`src/design/alist_pkg.sv`:
```
`timescale 1ns / 1ps
// ----------------------------------------------------------------------------
// alist_pkg: shared types and constants of the array list engine
// Word formats of both channels, opcodes, status codes, sequencer states
// and the request bundle that the sequencer drives into the entry memory.
// ----------------------------------------------------------------------------
package alist_pkg;

  // List capacity and data word size.
  localparam int DEPTH      = 64;
  localparam int DATA_WIDTH = 32;
  localparam int ADDR_W     = $clog2(DEPTH);
  localparam int COUNT_W    = $clog2(DEPTH + 1);

  // Field widths of the two channels.
  localparam int OPCODE_W = 3;
  localparam int POS_W    = 7;
  localparam int STATUS_W = 3;
  localparam int FOUND_W  = 6;

  typedef enum logic [OPCODE_W-1:0] {
    OP_PUSH_BACK  = 3'd0,
    OP_PUSH_FRONT = 3'd1,
    OP_POP_BACK   = 3'd2,
    OP_POP_FRONT  = 3'd3,
    OP_INSERT     = 3'd4,
    OP_ERASE      = 3'd5,
    OP_FIND       = 3'd6
  } opcode_t;

  typedef enum logic [STATUS_W-1:0] {
    STAT_OK        = 3'd0,
    STAT_FULL      = 3'd1,
    STAT_EMPTY     = 3'd2,
    STAT_BADPOS    = 3'd3,
    STAT_NOTFOUND  = 3'd4
  } status_t;

  // Sequencer states.
  typedef enum logic [2:0] {
    ST_IDLE,
    ST_MOVE,
    ST_PUT,
    ST_FIND,
    ST_DONE
  } seq_state_t;

  // What the sequencer does with an accepted word.
  typedef enum logic [2:0] {
    PLAN_NONE,
    PLAN_DIRECT,
    PLAN_DEC,
    PLAN_MOVE_INS,
    PLAN_MOVE_ERA,
    PLAN_FIND
  } plan_t;

  typedef struct packed {
    logic [OPCODE_W-1:0]   opcode;
    logic [POS_W-1:0]      position;
    logic signed [DATA_WIDTH-1:0] value;
  } in_word_t;

  typedef struct packed {
    logic [STATUS_W-1:0] status;
    logic [FOUND_W-1:0]  found_index;
    logic [COUNT_W-1:0]  entry_count;
  } out_word_t;

  // Access request to the entry memory.
  typedef struct packed {
    logic                  we;
    logic [ADDR_W-1:0]     waddr;
    logic [DATA_WIDTH-1:0] wdata;
    logic                  re;
    logic [ADDR_W-1:0]     raddr;
  } mem_req_t;

endpackage

```
`src/design/alist_ram.sv`:
```
`timescale 1ns / 1ps
// ----------------------------------------------------------------------------
// alist_ram: simple dual-port synchronous RAM
// One write port and one read port; read data is registered.
// ----------------------------------------------------------------------------
module alist_ram #(
  parameter int ADDR_W = 6,
  parameter int DATA_W = 32
) (
  input  logic              clk,
  input  logic              we,
  input  logic [ADDR_W-1:0] waddr,
  input  logic [DATA_W-1:0] wdata,
  input  logic              re,
  input  logic [ADDR_W-1:0] raddr,
  output logic [DATA_W-1:0] rdata
);

  logic [DATA_W-1:0] mem [2**ADDR_W];

  // Write port.
  always_ff @(posedge clk) begin
    if (we) begin
      mem[waddr] <= wdata;
    end
  end

  // Registered read port.
  always_ff @(posedge clk) begin
    if (re) begin
      rdata <= mem[raddr];
    end
  end

endmodule

```
`src/design/alist_seq.sv`:
```
`timescale 1ns / 1ps
// ----------------------------------------------------------------------------
// alist_seq: list operation sequencer
// Decodes each accepted word, keeps the entry count and walks the entry
// memory one entry per cycle to shift entries or search for a value.
// ----------------------------------------------------------------------------
module alist_seq (
  input  logic                                clk,
  input  logic                                rst,
  input  logic                                in_valid,
  output logic                                in_stall,
  input  alist_pkg::in_word_t                 in_data,
  output logic                                res_valid,
  input  logic                                res_take,
  output alist_pkg::out_word_t                res_data,
  output alist_pkg::mem_req_t                 mem_req,
  input  logic [alist_pkg::DATA_WIDTH-1:0]    mem_rdata
);

  import alist_pkg::*;

  seq_state_t state, state_next;

  logic [COUNT_W-1:0]    count;
  logic [COUNT_W-1:0]    cnt_m1;
  logic                  pend;
  logic                  more;
  logic                  is_ins;
  logic [ADDR_W-1:0]     src;
  logic [ADDR_W-1:0]     last;
  logic [ADDR_W-1:0]     dst;
  logic [ADDR_W-1:0]     pos_r;
  logic [DATA_WIDTH-1:0] value_r;
  status_t               status_r;
  logic [FOUND_W-1:0]    found_r;

  opcode_t               op;
  logic [POS_W-1:0]      ins_pos;
  logic [POS_W-1:0]      era_pos;
  plan_t                 plan;
  status_t               plan_status;
  logic                  hit;

  assign cnt_m1 = count - COUNT_W'(1);
  assign hit    = pend && (mem_rdata == value_r);

  // Decode the word at the input against the current count.
  always_comb begin
    op          = opcode_t'(in_data.opcode);
    ins_pos     = in_data.position;
    era_pos     = in_data.position;
    plan        = PLAN_NONE;
    plan_status = STAT_OK;
    if (op == OP_PUSH_BACK) begin
      ins_pos = count;
    end else if (op == OP_PUSH_FRONT) begin
      ins_pos = '0;
    end
    if (op == OP_POP_FRONT) begin
      era_pos = '0;
    end
    case (op)
      OP_PUSH_BACK, OP_PUSH_FRONT, OP_INSERT: begin
        if (ins_pos > count) begin
          plan_status = STAT_BADPOS;
        end else if (count == COUNT_W'(DEPTH)) begin
          plan_status = STAT_FULL;
        end else if (ins_pos == count) begin
          plan = PLAN_DIRECT;
        end else begin
          plan = PLAN_MOVE_INS;
        end
      end
      OP_POP_BACK: begin
        if (count == '0) begin
          plan_status = STAT_EMPTY;
        end else begin
          plan = PLAN_DEC;
        end
      end
      OP_POP_FRONT, OP_ERASE: begin
        if (count == '0) begin
          plan_status = STAT_EMPTY;
        end else if (era_pos >= count) begin
          plan_status = STAT_BADPOS;
        end else if (era_pos == cnt_m1) begin
          plan = PLAN_DEC;
        end else begin
          plan = PLAN_MOVE_ERA;
        end
      end
      OP_FIND: begin
        plan_status = STAT_NOTFOUND;
        if (count != '0) begin
          plan = PLAN_FIND;
        end
      end
      default: begin
        plan = PLAN_NONE;
      end
    endcase
  end

  // Next state.
  always_comb begin
    state_next = state;
    case (state)
      ST_IDLE: begin
        if (in_valid) begin
          case (plan)
            PLAN_MOVE_INS, PLAN_MOVE_ERA: state_next = ST_MOVE;
            PLAN_FIND:                    state_next = ST_FIND;
            default:                      state_next = ST_DONE;
          endcase
        end
      end
      ST_MOVE: begin
        if (!more) begin
          state_next = is_ins ? ST_PUT : ST_DONE;
        end
      end
      ST_PUT: begin
        state_next = ST_DONE;
      end
      ST_FIND: begin
        if (hit || !more) begin
          state_next = ST_DONE;
        end
      end
      ST_DONE: begin
        if (res_take) begin
          state_next = ST_IDLE;
        end
      end
      default: begin
        state_next = ST_IDLE;
      end
    endcase
  end

  // Outputs: handshake and memory requests.
  always_comb begin
    in_stall      = 1'b1;
    res_valid     = 1'b0;
    mem_req.we    = 1'b0;
    mem_req.waddr = dst;
    mem_req.wdata = mem_rdata;
    mem_req.re    = 1'b0;
    mem_req.raddr = src;
    case (state)
      ST_IDLE: begin
        in_stall      = 1'b0;
        mem_req.we    = in_valid && (plan == PLAN_DIRECT);
        mem_req.waddr = count[ADDR_W-1:0];
        mem_req.wdata = in_data.value;
      end
      ST_MOVE: begin
        mem_req.we = pend;
        mem_req.re = more;
      end
      ST_PUT: begin
        mem_req.we    = 1'b1;
        mem_req.waddr = pos_r;
        mem_req.wdata = value_r;
      end
      ST_FIND: begin
        mem_req.re = more && !hit;
      end
      ST_DONE: begin
        res_valid = 1'b1;
      end
      default: begin
        in_stall = 1'b1;
      end
    endcase
  end

  assign res_data.status      = status_r;
  assign res_data.found_index = found_r;
  assign res_data.entry_count = count;

  // Count, walk pointers and result registers.
  always_ff @(posedge clk) begin
    if (rst) begin
      state <= ST_IDLE;
      count <= '0;
      pend  <= 1'b0;
      more  <= 1'b0;
    end else begin
      state <= state_next;
      case (state)
        ST_IDLE: begin
          if (in_valid) begin
            is_ins   <= (plan == PLAN_MOVE_INS);
            value_r  <= in_data.value;
            pos_r    <= ins_pos[ADDR_W-1:0];
            status_r <= plan_status;
            found_r  <= '0;
            pend     <= 1'b0;
            more     <= 1'b1;
            case (plan)
              PLAN_DIRECT: begin
                count <= count + COUNT_W'(1);
              end
              PLAN_DEC: begin
                count <= cnt_m1;
              end
              PLAN_MOVE_INS: begin
                src  <= cnt_m1[ADDR_W-1:0];
                last <= ins_pos[ADDR_W-1:0];
              end
              PLAN_MOVE_ERA: begin
                src  <= era_pos[ADDR_W-1:0] + ADDR_W'(1);
                last <= cnt_m1[ADDR_W-1:0];
              end
              PLAN_FIND: begin
                src  <= '0;
                last <= cnt_m1[ADDR_W-1:0];
              end
              default: begin
                more <= 1'b0;
              end
            endcase
          end
        end
        ST_MOVE: begin
          // Read one entry ahead and write the previous one to its new place.
          if (more) begin
            pend <= 1'b1;
            more <= (src != last);
            if (is_ins) begin
              dst <= src + ADDR_W'(1);
              src <= src - ADDR_W'(1);
            end else begin
              dst <= src - ADDR_W'(1);
              src <= src + ADDR_W'(1);
            end
          end else begin
            pend <= 1'b0;
            if (!is_ins) begin
              count <= cnt_m1;
            end
          end
        end
        ST_PUT: begin
          count <= count + COUNT_W'(1);
        end
        ST_FIND: begin
          // Compare the entry read last cycle while reading the next one.
          if (hit) begin
            status_r <= STAT_OK;
            found_r  <= FOUND_W'(dst);
            pend     <= 1'b0;
          end else if (more) begin
            pend <= 1'b1;
            dst  <= src;
            src  <= src + ADDR_W'(1);
            more <= (src != last);
          end else begin
            pend <= 1'b0;
          end
        end
        default: begin
          pend <= 1'b0;
        end
      endcase
    end
  end

`ifndef NO_ASSERTIONS
  // The count never exceeds the capacity.
  a_count_range: assert property (@(posedge clk) disable iff (rst)
    count <= COUNT_W'(DEPTH))
    else $error("entry count above capacity");

  // A shift step never reads and writes the same entry.
  a_move_distinct: assert property (@(posedge clk) disable iff (rst)
    (state == ST_MOVE && mem_req.we && mem_req.re) |-> (mem_req.waddr != mem_req.raddr))
    else $error("shift reads and writes one entry");

  // A finished result stays until it is taken.
  a_done_hold: assert property (@(posedge clk) disable iff (rst)
    (state == ST_DONE && !res_take) |=> (state == ST_DONE && $stable(res_data)))
    else $error("result dropped before it was taken");

  // A nonzero found index only comes with a successful status.
  a_found_ok: assert property (@(posedge clk) disable iff (rst)
    (res_valid && res_data.found_index != '0) |-> (res_data.status == STAT_OK))
    else $error("found index without success");
`endif

endmodule

```
`src/design/array_list_engine.sv`:
```
`timescale 1ns / 1ps
// ----------------------------------------------------------------------------
// array_list_engine: ordered list of signed words kept in a RAM
// Push, pop, insert, erase and find on a list of up to 64 entries.
// ----------------------------------------------------------------------------
// Usage:
//   The input channel (in_valid, in_stall, in_data) carries one word per
//   operation: opcode, position and value. The output channel (out_valid,
//   out_stall, out_data) returns one word per operation: status, found index
//   and the entry count after the operation.
//   One operation is worked at a time. Push back, pop back, any failed
//   operation and an insert or erase at the last place need no walk over
//   the entries. An insert or erase walks over the entries that it moves,
//   an insert then writes the new word, and a find walks until it hits or
//   reaches the end of the list. Each walk goes over the entry RAM one
//   entry per cycle through its single read port.
//   The result sits in an output register; a new word is taken while it
//   waits. When the receiver stalls with a result still held, the next
//   finished result waits in the sequencer and no further word is taken.
//   Reset empties the list and clears both valid flags.
// ----------------------------------------------------------------------------
module array_list_engine (
  input  logic                  clk,
  input  logic                  rst,
  input  logic                  in_valid,
  output logic                  in_stall,
  input  alist_pkg::in_word_t   in_data,
  output logic                  out_valid,
  input  logic                  out_stall,
  output alist_pkg::out_word_t  out_data
);

  import alist_pkg::*;

  mem_req_t              mem_req;
  logic [DATA_WIDTH-1:0] mem_rdata;
  logic                  res_valid;
  logic                  res_take;
  out_word_t             res_data;

  alist_seq u_seq (
    .clk       (clk),
    .rst       (rst),
    .in_valid  (in_valid),
    .in_stall  (in_stall),
    .in_data   (in_data),
    .res_valid (res_valid),
    .res_take  (res_take),
    .res_data  (res_data),
    .mem_req   (mem_req),
    .mem_rdata (mem_rdata)
  );

  alist_ram #(
    .ADDR_W (ADDR_W),
    .DATA_W (DATA_WIDTH)
  ) u_ram (
    .clk   (clk),
    .we    (mem_req.we),
    .waddr (mem_req.waddr),
    .wdata (mem_req.wdata),
    .re    (mem_req.re),
    .raddr (mem_req.raddr),
    .rdata (mem_rdata)
  );

  // The output register loads when it is empty or being drained.
  assign res_take = res_valid && (!out_valid || !out_stall);

  always_ff @(posedge clk) begin
    if (rst) begin
      out_valid <= 1'b0;
    end else if (res_take) begin
      out_valid <= 1'b1;
    end else if (!out_stall) begin
      out_valid <= 1'b0;
    end
  end

  always_ff @(posedge clk) begin
    if (res_take) begin
      out_data <= res_data;
    end
  end

endmodule

```
`config.mk`:
```
export PLATFORM = sky130hd
export DESIGN_NAME = array_list_engine
export DESIGN_NICKNAME = d
export VERILOG_FILES = /design/src/design/alist_pkg.sv /design/src/design/alist_ram.sv /design/src/design/alist_seq.sv /design/src/design/array_list_engine.sv
export SDC_FILE = /design/constraint.sdc
export NUM_CORES = 2
export LEC_CHECK = 0
export BUFFER_PORTS_ARGS = -buffer_cell sky130_fd_sc_hd__buf_2
export CORE_AREA = 2 2 438 440
export DETAILED_ROUTE_END_ITERATION = 7
export DIE_AREA = 0 0 440 442
export PLACE_DENSITY = 0.71
export SLEW_MARGIN = 10
export SYNTH_ARGS = -nofsm -noshare
export SYNTH_HDL_FRONTEND = slang
export SYNTH_SLANG_ARGS = --single-unit
export TNS_END_PERCENT = 5
```
`constraint.sdc`:
```
create_clock -name clk -period 13.78 [get_ports clk]
set_clock_uncertainty 0.2 [all_clocks]
set_input_delay 4.134 -clock clk [delete_from_list [all_inputs] [get_ports clk]]
set_output_delay 4.134 -clock clk [all_outputs]
set_load 0.02 [all_outputs]
```
==> impl_metrics.yaml <==
outcome:
  outcome: "finished clean"
timing:
  min_period_over_period: 0.6379
  maxSlewViolCount: 0
  period_minus_slack_ns: 8.790
  tightestPinTransition_ns: 1.369
  setup_viol: 0
  max_freq_mhz: 113.8
  max_slew_margin: 0.08542
  rsz0062_at_grt: "no"
  finalHoldViolCount: 0
  setup_tns_ns: 0
worst_hold_path:
  whs_path_depth: 0
  holdPathEnd: "out_data[15]"
  hp-start: "u_seq.status_r[2]"
  hold_class: "register to register"
power_and_ir_drop:
  power_frac_clock: 0.395
  power.total_uw: 13920
  cellPowerDensity_nw_per_um2: 145.7
  ir_drop_mv: 0.1262
  p_seq_frac: 0.541
  comb_power_share: 0.064
  p_int_uw: 10860
  p_leak_uw: 0.02939
  swShare: 0.2196
  p_sw_uw: 3057
route:
  drt_iter0_drc: 4758
  vias: 39170
  wire_per_inst_um: 31.01
  antenna_left: 0
  wl_mm: 201.1
  via_per_inst: 6.039
  firstDrtPassIters: 5
  drcViolationCount: 0
cts:
  cts_resized: 0
  numCtsBuffers: 200
  clock_latency_ns: 0.82
  h-tree-depth: 4
  cts_buffer_depth: 3
  cts_setup_buffers: 0
  hold_buffers: 0
  cts_root_buffer: "clkbuf_16"
  cts_sinks: 2175
  cts_tree: "done"
  clk_pin_slew_ns: 0.06
die:
  initial_utilization: 0.4477
  core_region_area_um2: 189600
  die_w_um: 440
  fp.dieH_um: 442
  die_area_um2: 194500
  ioPinCount: 64
  rows: 160
global_routing:
  grtUsageTotal: 0.2072
  antenna_found_initial: 23
  grt_pass1_vias: 39010
  grt_use_met2: 0.3136
  grt_pass1_wl_mm: 288.1
  overflow: 0
  grt_max_degree: 140
  grtUsageMet1: 0.2863
  grt.busiest_layer: "met2"
  grt_util_met3: 0.07223
placed_design:
  dpl-instance-area_um2: 89010
  dp_hpwl_mm: 122.5
  placedCellCount: 6108
  portBuffers: 63
  globalplace.congestion: 0.8714
yosys:
  syn_avg_cell_area_um2: 23.28
  ys_top_cells_by_area: "edfxtp_1, mux4_2, nor2_1"
  synthFlopType: "edfxtp_1"
  yosys_warnings: 0
  yosys.area.top_type: "edfxtp_1"
  syn_inst: 3645
  synth.most_common_cell: "edfxtp_1"
  ys_async_sr_fraction: 0
  synth_cell_types: 71
  synth_edf_count: 2162
  synthesis.area_um2: 84870
  netlist.area_leader.share: 0.7650
  netlist_top_cells_count: "edfxtp_1, mux4_2, nor2_1, clkbuf_1, nand2_1"
  synth_seq_cells: 2175
  syn_nets: 3710
  yosysSeqAreaShare: 0.7680
setup_path:
  worstPathRequired_ns: 14.01
  rr_worst_depth: 10
  cpMaxStageDelayCell: "nor2_4"
  path_class: "primary input to register"
  cpPeakStageDelay_ns: 1.10
  crit_arrival_ns: 9.02
  cp-end-kind: "register"
  timing.rr.end: "u_ram.mem[42][3]"
  cp-start-kind: "primary input"
  worstPathCellList: "buf_2 -> or2_2 -> o31ai_1 -> ha_1 -> nand4_1 -> nor2_1 -> nand4b_1 -> o221a_2 -> nor2_1 -> nand2_1 -> nor2_4"
  crit_fanout: 32
  cpMostUsedCell: "nor2_1"
  reg2reg_slack_ns: 8.07
  r2r_start: "u_seq.count[2]"
layout:
  instances_no_fill: 6486
  nNetsFinal: 3866
  fin_area_um2: 95570
  multi_input_area_um2: 19660
  syn2layout_area_growth_pct: 12.60
  fill_cells: 14340
  seqCellArea_um2: 65190
  fin_util: 0.5041
  drive_gt1_frac: 0.3097
flow_run:
  cap_violations: 0
[registers in the layout, indices dropped and copies added (netlist names)]
name            count
out_data           16
u_seq.pos_r         6
u_seq.found_r       6
u_seq.is_ins        1
u_seq.src           6
u_ram.mem        2048
u_seq.more          1
u_seq.dst           6
u_seq.state         3
u_seq.value_r      32
u_seq.last          6
out_valid           1
u_seq.pend          1
u_seq.status_r      3
u_ram.rdata        32
u_seq.count         7
[worst max-delay path by stage]
stage               cells after the start   startpoint  slack [ns]                end
floorplan                              13  in_data[40]        5.29   u_ram.mem[49][0]
global placement                       11  in_data[40]        4.44  u_ram.mem[42][29]
detailed placement                     11  in_data[40]        4.38   u_ram.mem[42][0]
CTS                                    11  in_data[40]        5.25   u_ram.mem[42][3]
global route                           11  in_data[40]        4.77   u_ram.mem[42][3]
finish                                 11  in_data[40]        4.99   u_ram.mem[42][3]
[metal layers]
metal / routed length [µm] / vias up
met3: 23220 / 281
met1: 78280 / 21060
li1: - / 15880
met2: 94860 / 1938
met4: 4629 / 14
met5: 114 / -
[cells by family after synthesis]
| family | synth area share |
|---|---|
| flops | 0.7680 |
| mux | 0.1846 |
| simple gates | 0.01710 |
| buf+inv | 0.01051 |
| compound gates | 0.009966 |
| xor+xnor | 0.007018 |
| fa+ha+maj | 0.002801 |
[power groups by stage]
stage | logic (µW) | clock network, µW | registers (µW)
floorplan | 439 | 0 | 7730
global placement | 863 | 0 | 7680
detailed placement | 884 | 0 | 7680
CTS | 885 | 5570 | 7540
global route | 936 | 5800 | 7540
finish | 884 | 5500 | 7540
[metrics by stage]
step | setup WS [ns] | hold slack, ns
floorplan | 5.294 | 0.2003
global placement | 4.439 | 0.2125
detailed placement | 4.380 | 0.2118
CTS | 5.250 | 0.2253
global route | 4.770 | 0.2368
finish | 4.990 | 0.2195
[cell type report]
cell class / count / area share
Timing Repair Buffer: 143 / 0.01045
Tap cell: 2511 / 0.03288
Multi-Input combinational cell: 1261 / 0.2057
Clock inverter: 131 / 0.01288
Sequential cell: 2175 / 0.6821
Clock buffer: 241 / 0.05509
Antenna cell: 4 / 0.0001047
Inverter: 20 / 0.0007856
[critical path, delay by kind of cell]
kind / cells / cell delay (ns)
buf+inv: 1 / 0.18
simple gates: 7 / 3.54
fa+ha+maj: 1 / 0.23
compound gates: 2 / 0.88
[layout by cell type, fill, tap and decap left out, types with 9 or more instances in the layout]
cell	n
dfxtp_1	12
ha_1	19
o21ai_0	20
clkbuf_1	36
xor2_1	45
and2_1	9
mux2i_1	45
a21oi_1	25
inv_1	19
clkinvlp_4	11
buf_4	74
xnor2_1	23
nor2_4	66
o21a_1	10
clkinv_2	39
nand3_1	21
nor2_1	62
clkinv_1	47
bufinv_16	21
nand2_1	92
edfxtp_1	2162
and3_1	11
o21ai_4	32
buf_2	63
mux4_2	672
nor3_1	10
clkbuf_16	205
(Power assumes the default switching activity.)
